**src/assert_macros.svh**
```systemverilog
// Assertion macros shared by the dispatcher RTL.
// Depends on nothing; included by files that carry concurrent checks.
`ifndef ASSERT_MACROS_SVH
`define ASSERT_MACROS_SVH

// Check a property on every rising edge outside reset.
`define ERD_ASSERT(lbl, clk, rst_n, prop, msg) \
    lbl: assert property (@(posedge clk) disable iff (!rst_n) (prop)) else $error(msg);

// Check that an antecedent implies a consequent in the same cycle.
`define ERD_ASSERT_IMPLY(lbl, clk, rst_n, ante, cons, msg) \
    lbl: assert property (@(posedge clk) disable iff (!rst_n) (ante) |-> (cons)) else $error(msg);

// Check that an antecedent implies a consequent in the next cycle.
`define ERD_ASSERT_NEXT(lbl, clk, rst_n, ante, cons, msg) \
    lbl: assert property (@(posedge clk) disable iff (!rst_n) (ante) |=> (cons)) else $error(msg);

`endif

```
**src/erd_pkg.sv**
```systemverilog
// Package for the elevator request dispatcher: widths, codes, shared types.
// Depends on nothing.
package erd_pkg;

    localparam int NUM_FLOORS_DEFAULT = 5;
    localparam int OP_W               = 2;
    localparam int FLOOR_W            = 6;
    localparam int FLOOR_IW           = FLOOR_W + 1;
    localparam int STATUS_W           = 2;

    typedef enum logic [OP_W-1:0] {
        OP_CABIN = 2'd0,
        OP_HALL  = 2'd1,
        OP_QUERY = 2'd2,
        OP_NONE  = 2'd3
    } opcode_t;

    typedef enum logic [STATUS_W-1:0] {
        ST_OK    = 2'd0,
        ST_RANGE = 2'd1,
        ST_EMPTY = 2'd2
    } status_t;

    typedef struct packed {
        logic                hit;
        logic [FLOOR_IW-1:0] floor;
    } pick_t;

endpackage

```
**src/erd_req_if.sv**
```systemverilog
// Request channel of the dispatcher: valid/ready and one request item.
// Depends on erd_pkg.
interface erd_req_if;

    logic                        valid;
    logic                        ready;
    logic [erd_pkg::OP_W-1:0]    opcode;
    logic [erd_pkg::FLOOR_W-1:0] floor;
    logic                        hall_up;
    logic [erd_pkg::FLOOR_W-1:0] current_floor;

    modport source (output valid, output opcode, output floor, output hall_up,
                    output current_floor, input ready);
    modport sink   (input valid, input opcode, input floor, input hall_up,
                    input current_floor, output ready);

endinterface

```
**src/erd_rsp_if.sv**
```systemverilog
// Response channel of the dispatcher: valid/ready and one result item.
// Depends on erd_pkg.
interface erd_rsp_if;

    logic                         valid;
    logic                         ready;
    logic [erd_pkg::FLOOR_W-1:0]  next_floor;
    logic [erd_pkg::STATUS_W-1:0] status;
    logic                         up_pending;
    logic                         down_pending;

    modport source (output valid, output next_floor, output status, output up_pending,
                    output down_pending, input ready);
    modport sink   (input valid, input next_floor, input status, input up_pending,
                    input down_pending, output ready);

endinterface

```
**src/erd_select.sv**
```systemverilog
// Floor selection over one request bitmap: single request, else nearest in direction.
// Depends on erd_pkg.
module erd_select #(
    parameter int NUM_FLOORS = erd_pkg::NUM_FLOORS_DEFAULT
) (
    input  logic [NUM_FLOORS-1:0]       set,
    input  logic [erd_pkg::FLOOR_W-1:0] cur,
    input  logic                        dir_up,
    output erd_pkg::pick_t              pick,
    output logic [NUM_FLOORS-1:0]       remain
);

    localparam int FW    = erd_pkg::FLOOR_IW;
    localparam int IDX_W = (NUM_FLOORS > 1) ? $clog2(NUM_FLOORS) : 1;

    logic                  single;
    logic [NUM_FLOORS-1:0] masked;
    logic [NUM_FLOORS-1:0] cand;
    logic [IDX_W-1:0]      idx;
    logic [FW-1:0]         cur_ext;

    assign cur_ext = {1'b0, cur};
    assign single  = (set != '0) && ((set & (set - NUM_FLOORS'(1))) == '0);

    always_comb
    begin
        for (int i = 0; i < NUM_FLOORS; i++)
        begin
            if (dir_up)
                masked[i] = set[i] && (FW'(i + 1) > cur_ext);
            else
                masked[i] = set[i] && (FW'(i + 1) < cur_ext);
        end
    end

    assign cand = single ? set : masked;

    always_comb
    begin
        idx = '0;
        if (dir_up || single)
        begin
            for (int i = NUM_FLOORS - 1; i >= 0; i--)
                if (cand[i])
                    idx = IDX_W'(i);
        end
        else
        begin
            for (int i = 0; i < NUM_FLOORS; i++)
                if (cand[i])
                    idx = IDX_W'(i);
        end
    end

    always_comb
    begin
        pick.hit   = (cand != '0);
        pick.floor = pick.hit ? (FW'(idx) + FW'(1)) : '0;
        remain     = set;
        if (single)
            remain = '0;
        else if (pick.hit)
            remain[idx] = 1'b0;
    end

endmodule

```
**src/elevator_request_dispatcher.sv**
```systemverilog
// Top level of the elevator request dispatcher: input stage, selection, result stage.
// Depends on erd_pkg, erd_req_if, erd_rsp_if, erd_select and assert_macros.svh.
//
//  channel | dir | modport | carries
//  req     | in  | sink    | opcode, floor, hall_up, current_floor
//  rsp     | out | source  | next_floor, status, up_pending, down_pending
//
// One item per cycle while the result register is not stalled; each item is held in the input
// register after the accepting edge and moves to the result register at the first edge on which
// s1_advance is set, so its result is offered in the cycle after that edge.
// The request bitmaps update as an item moves from the input to the result register.
// Reset clears both bitmaps, the direction preference and both valid flags.
// A stalled result register holds the input stage; req.ready drops only then.
`include "assert_macros.svh"

module elevator_request_dispatcher #(
    parameter int NUM_FLOORS = erd_pkg::NUM_FLOORS_DEFAULT
) (
    input  logic clk,
    input  logic rst_n,
    erd_req_if.sink   req,
    erd_rsp_if.source rsp
);

    localparam int FW = erd_pkg::FLOOR_IW;
    localparam int LW = erd_pkg::FLOOR_W;

    logic                        s1_valid_reg;
    erd_pkg::opcode_t            s1_op_reg;
    logic [LW-1:0]               s1_floor_reg;
    logic                        s1_hall_up_reg;
    logic [LW-1:0]               s1_cur_reg;

    logic [NUM_FLOORS-1:0]       up_reg, up_next;
    logic [NUM_FLOORS-1:0]       down_reg, down_next;
    logic                        prefer_up_reg, prefer_up_next;

    logic                        out_valid_reg;
    logic [LW-1:0]               next_floor_reg, next_floor_next;
    erd_pkg::status_t            status_reg, status_next;
    logic                        up_pend_reg;
    logic                        down_pend_reg;

    logic                        s1_advance;
    logic                        accept;

    erd_pkg::pick_t              up_pick, down_pick;
    logic [NUM_FLOORS-1:0]       up_remain, down_remain;

    logic [FW-1:0]               fl_ext;
    logic                        fl_ok;
    logic                        to_up;
    logic [NUM_FLOORS-1:0]       fl_bit;
    logic                        pref;
    logic [FW-1:0]               served;

    assign s1_advance = !out_valid_reg || rsp.ready;
    assign req.ready  = !s1_valid_reg || s1_advance;
    assign accept     = req.valid && req.ready;

    erd_select #(.NUM_FLOORS(NUM_FLOORS)) u_sel_up (
        .set    (up_reg),
        .cur    (s1_cur_reg),
        .dir_up (1'b1),
        .pick   (up_pick),
        .remain (up_remain)
    );

    erd_select #(.NUM_FLOORS(NUM_FLOORS)) u_sel_down (
        .set    (down_reg),
        .cur    (s1_cur_reg),
        .dir_up (1'b0),
        .pick   (down_pick),
        .remain (down_remain)
    );

    assign fl_ext = {1'b0, s1_floor_reg};
    assign fl_ok  = (fl_ext >= FW'(1)) && (fl_ext <= FW'(NUM_FLOORS));
    assign fl_bit = NUM_FLOORS'(1) << (fl_ext - FW'(1));

    always_comb
    begin
        if (s1_op_reg == erd_pkg::OP_CABIN)
            to_up = (s1_floor_reg >= s1_cur_reg);
        else if (fl_ext == FW'(1))
            to_up = 1'b0;
        else if (fl_ext == FW'(NUM_FLOORS))
            to_up = 1'b1;
        else
            to_up = s1_hall_up_reg;
    end

    always_comb
    begin
        up_next         = up_reg;
        down_next       = down_reg;
        prefer_up_next  = prefer_up_reg;
        status_next     = erd_pkg::ST_OK;
        served          = '0;
        pref            = prefer_up_reg;
        case (s1_op_reg)
            erd_pkg::OP_CABIN, erd_pkg::OP_HALL:
            begin
                if (!fl_ok)
                    status_next = erd_pkg::ST_RANGE;
                else if (to_up)
                    up_next = up_reg | fl_bit;
                else
                    down_next = down_reg | fl_bit;
            end
            erd_pkg::OP_QUERY:
            begin
                if (up_reg == '0)
                    pref = 1'b0;
                if (down_reg == '0)
                    pref = 1'b1;
                if (pref && up_pick.hit)
                begin
                    served         = up_pick.floor;
                    up_next        = up_remain;
                    prefer_up_next = 1'b1;
                end
                else if (!pref && down_pick.hit)
                begin
                    served         = down_pick.floor;
                    down_next      = down_remain;
                    prefer_up_next = 1'b0;
                end
                else if (pref)
                begin
                    served         = down_pick.floor;
                    down_next      = down_remain;
                    prefer_up_next = 1'b0;
                end
                else
                begin
                    served         = up_pick.floor;
                    up_next        = up_remain;
                    prefer_up_next = 1'b1;
                end
                if (served == FW'(1))
                    prefer_up_next = 1'b1;
                else if (served == FW'(NUM_FLOORS))
                    prefer_up_next = 1'b0;
                if (served == '0)
                    status_next = erd_pkg::ST_EMPTY;
            end
            default:
            begin
                status_next = erd_pkg::ST_OK;
            end
        endcase
        next_floor_next = served[LW-1:0];
    end

    always_ff @(posedge clk or negedge rst_n)
    begin
        if (!rst_n)
        begin
            s1_valid_reg  <= 1'b0;
            out_valid_reg <= 1'b0;
            up_reg        <= '0;
            down_reg      <= '0;
            prefer_up_reg <= 1'b0;
        end
        else
        begin
            if (req.ready)
                s1_valid_reg <= req.valid;
            if (s1_advance)
                out_valid_reg <= s1_valid_reg;
            if (s1_advance && s1_valid_reg)
            begin
                up_reg        <= up_next;
                down_reg      <= down_next;
                prefer_up_reg <= prefer_up_next;
            end
        end
    end

    always_ff @(posedge clk)
    begin
        if (accept)
        begin
            s1_op_reg      <= erd_pkg::opcode_t'(req.opcode);
            s1_floor_reg   <= req.floor;
            s1_hall_up_reg <= req.hall_up;
            s1_cur_reg     <= req.current_floor;
        end
        if (s1_advance && s1_valid_reg)
        begin
            next_floor_reg <= next_floor_next;
            status_reg     <= status_next;
            up_pend_reg    <= (up_next != '0);
            down_pend_reg  <= (down_next != '0);
        end
    end

    assign rsp.valid        = out_valid_reg;
    assign rsp.next_floor   = next_floor_reg;
    assign rsp.status       = status_reg;
    assign rsp.up_pending   = up_pend_reg;
    assign rsp.down_pending = down_pend_reg;

    `ERD_ASSERT_IMPLY(a_empty_no_floor, clk, rst_n, out_valid_reg && (status_reg == erd_pkg::ST_EMPTY), next_floor_reg == '0, "empty status with nonzero floor")
    `ERD_ASSERT_NEXT(a_range_keeps_state, clk, rst_n, s1_valid_reg && s1_advance && (status_next == erd_pkg::ST_RANGE), $stable(up_reg) && $stable(down_reg), "range error changed requests")
    `ERD_ASSERT_NEXT(a_idle_query_down, clk, rst_n, s1_valid_reg && s1_advance && (s1_op_reg == erd_pkg::OP_QUERY) && (up_reg == '0) && (down_reg == '0), !prefer_up_reg && (status_reg == erd_pkg::ST_EMPTY), "empty query mishandled")
    `ERD_ASSERT_NEXT(a_stall_holds, clk, rst_n, s1_valid_reg && !s1_advance, s1_valid_reg && out_valid_reg, "stalled item dropped")

endmodule
```
**src/flat_wrapper.sv**
```systemverilog
// flat-port wrapper written by rule: the top's interface ports become plain ports
module elevator_request_dispatcher_flat 
#(
    parameter int NUM_FLOORS = erd_pkg::NUM_FLOORS_DEFAULT
)
  (clk, rst_n, req_valid, req_opcode, req_floor, req_hall_up, req_current_floor, req_ready, rsp_valid, rsp_next_floor, rsp_status, rsp_up_pending, rsp_down_pending, rsp_ready);
  erd_req_if req_i ();
  erd_rsp_if rsp_i ();
  input  logic clk;
  input  logic rst_n;
  input wire logic [$bits(req_i.valid)-1:0] req_valid;
  input wire logic [$bits(req_i.opcode)-1:0] req_opcode;
  input wire logic [$bits(req_i.floor)-1:0] req_floor;
  input wire logic [$bits(req_i.hall_up)-1:0] req_hall_up;
  input wire logic [$bits(req_i.current_floor)-1:0] req_current_floor;
  output wire logic [$bits(req_i.ready)-1:0] req_ready;
  output wire logic [$bits(rsp_i.valid)-1:0] rsp_valid;
  output wire logic [$bits(rsp_i.next_floor)-1:0] rsp_next_floor;
  output wire logic [$bits(rsp_i.status)-1:0] rsp_status;
  output wire logic [$bits(rsp_i.up_pending)-1:0] rsp_up_pending;
  output wire logic [$bits(rsp_i.down_pending)-1:0] rsp_down_pending;
  input wire logic [$bits(rsp_i.ready)-1:0] rsp_ready;
  assign req_i.valid = req_valid;
  assign req_i.opcode = req_opcode;
  assign req_i.floor = req_floor;
  assign req_i.hall_up = req_hall_up;
  assign req_i.current_floor = req_current_floor;
  assign req_ready = req_i.ready;
  assign rsp_valid = rsp_i.valid;
  assign rsp_next_floor = rsp_i.next_floor;
  assign rsp_status = rsp_i.status;
  assign rsp_up_pending = rsp_i.up_pending;
  assign rsp_down_pending = rsp_i.down_pending;
  assign rsp_i.ready = rsp_ready;
  elevator_request_dispatcher #(.NUM_FLOORS(NUM_FLOORS)) u_core (.clk(clk), .rst_n(rst_n), .req(req_i), .rsp(rsp_i));
endmodule
```
**config.mk**
```make
export PLATFORM = sky130hd
export DESIGN_NAME = elevator_request_dispatcher_flat
export DESIGN_NICKNAME = d
export VERILOG_FILES = /design/src/erd_pkg.sv /design/src/erd_req_if.sv /design/src/erd_rsp_if.sv /design/src/erd_select.sv /design/src/elevator_request_dispatcher.sv /design/src/flat_wrapper.sv
export VERILOG_INCLUDE_DIRS = /design/src /design/src/src
export SDC_FILE = /design/constraint.sdc
export NUM_CORES = 1
export LEC_CHECK = 0
export ABC_AREA = 0
export BUFFER_PORTS_ARGS = -buffer_cell sky130_fd_sc_hd__buf_2
export CAP_MARGIN = 20
export CORE_MARGIN = 2
export CORE_UTILIZATION = 37
export CTS_CLUSTER_SIZE = 25
export DETAILED_ROUTE_END_ITERATION = 10
export PLACE_DENSITY = 0.54
export SLEW_MARGIN = 20
export SYNTH_ARGS = -nofsm -noshare
export SYNTH_HDL_FRONTEND = slang
export SYNTH_SLANG_ARGS = --single-unit
```
**constraint.sdc**
```tcl
create_clock -name clk -period 8.1 [get_ports clk]
set_input_delay 1.62 -clock clk [delete_from_list [all_inputs] [get_ports clk]]
set_output_delay 1.62 -clock clk [all_outputs]
set_load 0.1 [all_outputs]
```
==> results.yml, run 1 <==
outcome:
  outcome: "completed"
cts:
  clk_path_buf_depth: 2
  clk_pin_slew_ns: 0.08
  post_cts_buffers: 0
  numCtsBuffers: 5
  cts_tree: "yes"
  cts_hold_buf: 0
  cts_sinks: 36
  root_buffer: "clkbuf_8"
  cts_resized: 0
  h-tree-depth: 2
  worstSkewPairLatency_ns: 0.29
pwr:
  power_w: 0.000845
  comb_power_share_pct: 48.5
  leakage_nw: 1.05
  power_frac_clock_pct: 18.7
  ir_drop_mv: 0.0924
  p_switching_w: 0.000383
  p_sw_share_pct: 45.3
  p_seq_share_pct: 32.9
  p_int_w: 0.000462
  power_density_mw_per_mm2: 299
floorplanning:
  die_y_um: 86.6
  die_w_um: 86.6
  start_util_pct: 37.8
  core_area_mm2: 0.00668
  dieArea_mm2: 0.00749
  placementRows: 30
  ios: 31
sta:
  tightest_slew_ns: 0.680
  finalSetupViolCount: 0
  fin_skew_ns: 0.00406
  rsz0062_at_grt: "false"
  finalCritPeriodShare_pct: 48.0
  timing.final.crit_period_ns: 3.89
  relSlewSlack_pct: 54.2
  final_hold_viol_count: 0
  fin_hold_ws_ns: 0.497
  clock.fmax_mhz: 257
  slew_viol_final: 0
  fin_setup_tns_ns: 0
worst_setup_path:
  required_ns: 6.48
  start_kind: "input pin"
  critPathTopFamily: "buffers and inverters"
  cp.buffers_inverters: 2
  worst_setup_path_end_kind: "output port"
  crit_fanout: 3
  crit_chain: "buf_2 -> nand3b_1 -> buf_2"
  slowest_delay_ns: 0.44
  rr_worst_depth: 10
  crit_top_cell: "buf_2"
  slowest_stage: "buf_2"
  critical_path_depth: 3
  arrival_ns: 2.27
  critPathKind: "input pin to output port"
synthesis:
  synth_cells: 271
  syn-cell-area_mm2: 0.00252
  synth_seq_cells: 36
  synth-edff-count: 23
  yosysUniqueCellTypes: 65
  yosys_warnings: 0
  synthFlopType: "edfxtp_1"
  ys_seq_area_share_pct: 40.3
  async_reset_ff_share_pct: 36.1
  syn_area_per_cell_um2: 9.31
detailed_routing:
  ant_nets: 0
  drt-vias-per-instance: 5.59
  drt_iter0_drc: 104
  wl_per_cell_um: 15.2
  drt_pass1_iterations: 4
  drcViolationCount: 0
  wl_um: 5730
  route.vias.total: 2101
place:
  gp_congestion: 0.794
  dp_hpwl_um: 4350
  portBuffers: 28
  dp_cells: 368
grt:
  grt_pass1_wl_um: 9520
  grt_max_degree: 18
  gr-total-overflow: 0
  grt_pass1_vias: 1939
  antenna_found_initial: 0
  track_usage_pct: 16.2
cells_and_area:
  area_delta_synth_final_pct: 12.0
  diodes: 0
  layout_commonest_cell: "buf_2"
  drive_gt1_share_pct: 17.9
  final_nets: 324
  stdcell_count: 376
  layout_common_cells: "buf_2 (28), nor2_1 (23), edfxtp_1 (23)"
min_path:
  hold_depth: 1
  hp-class: "flop to flop"
flow_run:
  maxCapViolCount: 0
cell type report:
| class | instances | area [um2] |
|---|---|---|
| timing repair buffer | 28 | 140 |
| multi-input combinational | 208 | 1400 |
| tap | 80 | 100 |
| clock inverter | 3 | 42.5 |
| fill | 677 | 3860 |
| sequential | 36 | 1020 |
| inverter | 16 | 60.1 |
| clock buffer | 5 | 68.8 |
kinds of logic after synthesis:
logic type	synth area share, %
AO/OA/AOI/OAI	25.6
buffers and inverters	4.66
flip-flops	40.3
multiplexers	1.24
other	0.149
adder cells (fa/ha/maj)	4.96
AND/OR/NAND/NOR	21.7
XOR/XNOR	1.39
Yosys cell counts (3+ instances only):
master	count	share of area (%)
a21oi_1	11	2.2
a31oi_1	7	1.7
dfrtp_1	13	13
inv_1	16	2.4
nor4_1	10	2.5
o21ai_0	17	3.4
nand4_1	3	0.74
o31ai_1	9	2.7
nor3_1	6	1.2
ha_1	10	5.0
o21ai_1	3	0.60
nand2b_1	6	1.5
nor2b_1	3	0.74
or3_1	6	1.5
edfxtp_1	23	27
clkbuf_1	9	1.3
o211ai_1	7	2.1
nor2_1	23	3.4
and2_1	5	1.2
nand2_1	22	3.3
o21a_1	4	1.2
nand3_1	5	0.99
xor2_1	3	1.0
per-layer routing:
metal | global-route usage [%] | part of all wire, % | wire, um | vias to the layer above
li1 | - | - | - | 1072
met1 | 23.0 | 49 | 2790 | 972
met2 | 25.1 | 45 | 2600 | 51
met3 | 3.43 | 4.8 | 274 | 6
met4 | 4.55 | 1.2 | 67 | 0
met5 | 0 | 0 | 0 | -
per-stage QoR:
step | worst slack [ns] | util (%) | area, um2
after global routing | 4.17 | 42.3 | 2820
after floorplan | 4.04 | - | 2530
after CTS | 4.21 | 42.3 | 2820
after detailed placement | 4.21 | 40.6 | 2710
final | 4.21 | 42.3 | 2820
after global placement | 4.23 | 40.6 | 2710
worst register-to-register path, cell delays in order, from the launching register on:
cell	delay, ns
edfxtp_1	0.44
or4_1	0.71
o31ai_4	0.36
a21oi_1	0.08
o21ai_1	0.34
inv_1	0.08
ha_1	0.20
xor2_1	0.17
o32ai_1	0.37
and4_1	0.27
nor3_2	0.05
power groups by stage:
stage / Combinational [W] / Clock [W] / Sequential [W]
6_report: 0.000409 / 0.000158 / 0.000278
5_1_grt: 0.000444 / 0.000171 / 0.000284
4_1_cts: 0.000407 / 0.000163 / 0.000277
3_5_place_dp: 0.000404 / 0 / 0.000281
3_3_place_gp: 0.000403 / 0 / 0.000281
2_1_floorplan: 0.000307 / 0 / 0.000298
worst paths after layout:
| path | from | to | slack (ns) |
|---|---|---|---|
| max in group asynchronous | rst_n | u_core.down_reg[3]$_DFFE_PN0P_ | 6.61 |
| hold reg to reg | u_core.s1_valid_reg$_DFFE_PN0N_ | u_core.rsp.valid$_DFFE_PN0P_ | 0.50 |
| setup / recovery | rsp_ready | req_ready | 4.21 |
| min in group asynchronous | rst_n | u_core.s1_valid_reg$_DFFE_PN0N_ | 1.23 |
| hold / removal | u_core.s1_valid_reg$_DFFE_PN0N_ | u_core.rsp.valid$_DFFE_PN0P_ | 0.50 |
| setup reg to reg | u_core.s1_cur_reg[3]$_DFFE_PP_ | u_core.prefer_up_reg$_DFFE_PN0P_ | 4.92 |
Note: power is estimated with default switching activity, not from simulation.
==> run 2, diff against run 1 <==
clock period = 4.01 ns   (was 8.1 ns; I/O delays follow)
==> results.yml, run 2 (synthesis gave the netlist of run 1 again) <==
outcome:
  outcome: "completed"
cts:
  h-tree-depth: 2
  root_buffer: "clkbuf_8"
  cts_tree: "yes"
  post_cts_buffers: 0
  worstSkewPairLatency_ns: 0.29
  cts_sinks: 36
  numCtsBuffers: 5
  clk_pin_slew_ns: 0.08
  clk_path_buf_depth: 2
  cts_hold_buf: 0
  cts_resized: 0
place:
  portBuffers: 28
  dp_cells: 368
  dp_slack_ns: 0.913
  gp_congestion: 0.894
  dp_hpwl_um: 4480
sta:
  fin_skew_ns: 0.00681
  clock.fmax_mhz: 322
  tightest_slew_ns: 0.663
  fin_setup_tns_ns: 0
  finalCritPeriodShare_pct: 77.4
  rsz0062_at_grt: "false"
  relSlewSlack_pct: 55.3
  finalSetupViolCount: 0
  final_hold_viol_count: 0
  slew_viol_final: 0
  timing.final.crit_period_ns: 3.10
  timing.final.ws_setup_ns: 0.907
detailed_routing:
  wl_um: 5880
  route.vias.total: 2133
  wl_per_cell_um: 15.6
  ant_nets: 0
  drt-vias-per-instance: 5.67
  drcViolationCount: 0
  drt_iter0_drc: 90
  drt_pass1_iterations: 4
floorplanning:
  placementRows: 30
  die_w_um: 86.6
  ios: 31
  start_util_pct: 37.8
  die_y_um: 86.6
  core_area_mm2: 0.00668
  dieArea_mm2: 0.00749
cells_and_area:
  seq_area_mm2: 0.00102
  fill_cells: 678
  multi_input_area_mm2: 0.00140
  stdcell_count: 376
  diodes: 0
  final_nets: 324
  area_delta_synth_final_pct: 11.2
  drive_gt1_share_pct: 17.9
  layout_common_cells: "buf_2 (28), nor2_1 (23), edfxtp_1 (23)"
  layout_commonest_cell: "buf_2"
grt:
  grt_pass1_wl_um: 9760
  grt_max_degree: 18
  antenna_found_initial: 0
  track_usage_pct: 16.8
  grt_pass1_vias: 1972
  gr-total-overflow: 0
worst_setup_path:
  crit_top_cell: "a21oi_1"
  critPathKind: "flop to flop"
  critPathTopFamily: "simple AND/OR/NAND/NOR gates"
  crit_fanout: 7
  cp.buffers_inverters: 0
  slowest_delay_ns: 0.70
  crit_chain: "or4_1 -> or3_1 -> o311a_4 -> a21oi_1 -> ha_1 -> a21oi_1 -> o21a_1 -> o32ai_1 -> and4_1 -> nor3_2"
  arrival_ns: 3.29
  slowest_stage: "or4_1"
  worst_setup_path_end_kind: "flop"
  required_ns: 4.20
  start_kind: "flop"
pwr:
  power_density_mw_per_mm2: 585
  ir_drop_mv: 0.181
  leakage_nw: 1.04
min_path:
  hp-class: "input pin to async pin"
flow_run:
  maxCapViolCount: 0
[run 2: changes by cell type in the layout (fill, tap and decap cells not counted)]
cell and change:
bufinv_16 -1, clkinv_4 +1, clkinv_2 -1, clkinvlp_4 +1
[run 2: layer usage]
layer	GRT usage, %	routed length (um)
met2	26.4	2720
met1	23.6	2900
met3	3.24	203
met4	4.55	55
met5	0	0
[run 2: worst paths after layout]
| path | from | to | cells past startpoint | slack (ns) |
|---|---|---|---|---|
| min reg2reg | u_core.s1_valid_reg$_DFFE_PN0N_ | u_core.rsp.valid$_DFFE_PN0P_ | 1 | 0.50 |
| max reg2reg | u_core.s1_cur_reg[3]$_DFFE_PP_ | u_core.prefer_up_reg$_DFFE_PN0P_ | 10 | 0.91 |
| min in group clk | u_core.s1_valid_reg$_DFFE_PN0N_ | u_core.rsp.valid$_DFFE_PN0P_ | 1 | 0.50 |
| max | u_core.s1_cur_reg[3]$_DFFE_PP_ | u_core.prefer_up_reg$_DFFE_PN0P_ | 10 | 0.91 |
| max in group asynchronous | rst_n | u_core.up_reg[2]$_DFFE_PN0P_ | 1 | 3.32 |
| min | rst_n | u_core.up_reg[3]$_DFFE_PN0P_ | 1 | 0.42 |
[run 2: per-stage QoR]
stage               area, um2  hold slack [ns]  utilization, %  power (W)
detailed placement       2710            0.488            40.6    0.00139
CTS                      2810            0.432            42.0    0.00165
finish                   2810            0.418            42.0    0.00164
floorplan                2530            0.457               -    0.00122
global placement         2710            0.494            40.6    0.00138
global route             2810            0.442            42.0    0.00177
[run 2: area by class of cell]
class	instances	share of cell area, %
well taps	80	3.57
repair buffers	28	5.00
clock inverters	3	0.847
inverters	16	2.14
flip-flops and latches	36	36.2
clock buffers	5	2.45
multi-input cells	208	49.8
[run 2: report_power, final]
part / switching (W) / leakage [nW] / internal, W / total (W)
Combinational: 0.000531 / 0.616 / 0.000288 / 0.000819
Sequential: 0.0000983 / 0.379 / 0.000461 / 0.000560
Clock: 0.000140 / 0.0404 / 0.000123 / 0.000263
Total: 0.000769 / 1.04 / 0.000873 / 0.00164
==> run 3, diff against run 2 <==
clock period = 3.3 ns   (was 4.01 ns; I/O delays follow)
==> results.yml, run 3 (synthesis gave the netlist of run 1 again) <==
detailed_routing:
  wl_per_cell_um: 14.6
  drcViolationCount: 0
  ant_nets: 0
  route.vias.total: 2116
  drt-vias-per-instance: 5.57
  wl_um: 5540
  drt_iter0_drc: 105
  drt_pass1_iterations: 4
worst_setup_path:
  r2r_start: "u_core.s1_cur_reg[3]$_DFFE_PP_"
  critPathKind: "flop to flop"
  rr_worst_depth: 10
  crit_chain: "or4_4 -> or3_1 -> o311a_4 -> a21oi_1 -> ha_1 -> a21oi_1 -> o21a_1 -> o32ai_1 -> and4_1 -> nor3_2"
  r2r-end: "u_core.prefer_up_reg$_DFFE_PN0P_"
  start_kind: "flop"
  slowest_stage: "or4_4"
  slowest_delay_ns: 0.62
  ff2ff_setup_slack_ns: 0.29
  arrival_ns: 3.19
  worst_setup_path_end_kind: "flop"
  required_ns: 3.48
  crit_fanout: 7
  crit_top_cell: "a21oi_1"
outcome:
  outcome: "completed"
cts:
  post_cts_buffers: 0
  cts_sinks: 36
  root_buffer: "clkbuf_8"
  h-tree-depth: 2
  cts_resized: 0
  worstSkewPairLatency_ns: 0.29
  clk_pin_slew_ns: 0.08
  numCtsBuffers: 5
  cts_tree: "yes"
  cts_hold_buf: 0
  clk_path_buf_depth: 2
pwr:
  power_density_mw_per_mm2: 705
  p_int_w: 0.00107
  p_sw_share_pct: 46.3
  power_w: 0.00200
  p_seq_share_pct: 33.9
  p_switching_w: 0.000926
  leakage_nw: 1.06
  comb_power_share_pct: 50.1
  ir_drop_mv: 0.234
  power_frac_clock_pct: 16.0
sta:
  slew_viol_final: 0
  tightest_slew_ns: 0.671
  clock.fmax_mhz: 333
  finalCritPeriodShare_pct: 91.1
  relSlewSlack_pct: 54.8
  timing.final.crit_period_ns: 3.01
  fin_skew_ns: 0.00421
  rsz0062_at_grt: "false"
  fin_hold_ws_ns: 0.264
  fin_setup_tns_ns: 0
  final_hold_viol_count: 0
  finalSetupViolCount: 0
  timing.final.ws_setup_ns: 0.295
cells_and_area:
  final_area_mm2: 0.00284
  area_delta_synth_final_pct: 12.5
  diodes: 0
  final_nets: 328
  drive_gt1_share_pct: 19.3
  layout_commonest_cell: "buf_2"
  layout_common_cells: "buf_2 (28), nor2_1 (23), edfxtp_1 (23)"
floorplanning:
  dieArea_mm2: 0.00749
  core_area_mm2: 0.00668
  die_w_um: 86.6
  ios: 31
  start_util_pct: 37.8
  placementRows: 30
  die_y_um: 86.6
min_path:
  hp-class: "input pin to async pin"
place:
  gp_congestion: 0.877
  portBuffers: 28
  dpl_cell_area_mm2: 0.00274
  dp_slack_ns: 0.230
  dp_hpwl_um: 4270
grt:
  antenna_found_initial: 0
  grt_pass1_wl_um: 9230
  grt_pass1_vias: 1886
  gr-total-overflow: 0
  track_usage_pct: 15.6
  grt_max_degree: 18
flow_run:
  maxCapViolCount: 0
## run 3: cell count changes in the layout (fill, tap and decap cells not counted), sizes merged
cell and change:
buf +4
## run 3: layout make-up
cell class	count	area [um2]
Clock inverter	3	23.8
Clock buffer	5	68.8
Timing Repair Buffer	32	170
Multi-Input combinational cell	208	1400
Sequential cell	36	1020
Fill cell	675	3840
Inverter	16	60.1
Tap cell	80	100
## run 3: stage by stage
stage,cells,utilization (%)
after CTS,380,42.4
after detailed placement,372,41.0
final,380,42.5
after floorplan,273,-
after global routing,380,42.5
after global placement,372,41.0
## run 3: worst max-delay path by stage
| stage | slack [ns] | cells after the start | end | startpoint |
|---|---|---|---|---|
| detailed placement | 0.23 | 10 | u_core.prefer_up_reg$_DFFE_PN0P_ | u_core.s1_cur_reg[3]$_DFFE_PP_ |
| CTS | 0.20 | 10 | u_core.prefer_up_reg$_DFFE_PN0P_ | u_core.s1_cur_reg[3]$_DFFE_PP_ |
| floorplan | 0.39 | 2 | u_core.s1_cur_reg[0]$_DFFE_PP_ | u_core.rsp.valid$_DFFE_PN0P_ |
| global placement | 0.27 | 10 | u_core.prefer_up_reg$_DFFE_PN0P_ | u_core.s1_cur_reg[3]$_DFFE_PP_ |
| finish | 0.29 | 10 | u_core.prefer_up_reg$_DFFE_PN0P_ | u_core.s1_cur_reg[3]$_DFFE_PP_ |
| global route | 0.07 | 11 | u_core.prefer_up_reg$_DFFE_PN0P_ | u_core.up_reg[3]$_DFFE_PN0P_ |
## run 3: worst max-delay path: cells and delay by family, from the launching register on
kind            cells  cell delay [ns]
compound gates      5             0.91
fa+ha+maj           1             0.23
flops               1             0.44
simple gates        4             1.32
## run 3: per-layer routing
metal	GRT usage (%)	wire (um)	vias up
li1	-	-	1081
met1	22.4	2710	982
met5	0	0	-
met2	24.1	2530	47
met4	4.26	65	0
met3	3.14	236	6
## run 3: power groups by stage
| stage | Clock [W] | Sequential (W) | Combinational [W] |
|---|---|---|---|
| after floorplan | 0 | 0.000731 | 0.000754 |
| after global placement | 0 | 0.000691 | 0.00101 |
| after detailed placement | 0 | 0.000687 | 0.000997 |
| after CTS | 0.000331 | 0.000677 | 0.00100 |
| after global routing | 0.000352 | 0.000695 | 0.00110 |
| final | 0.000319 | 0.000678 | 0.00100 |
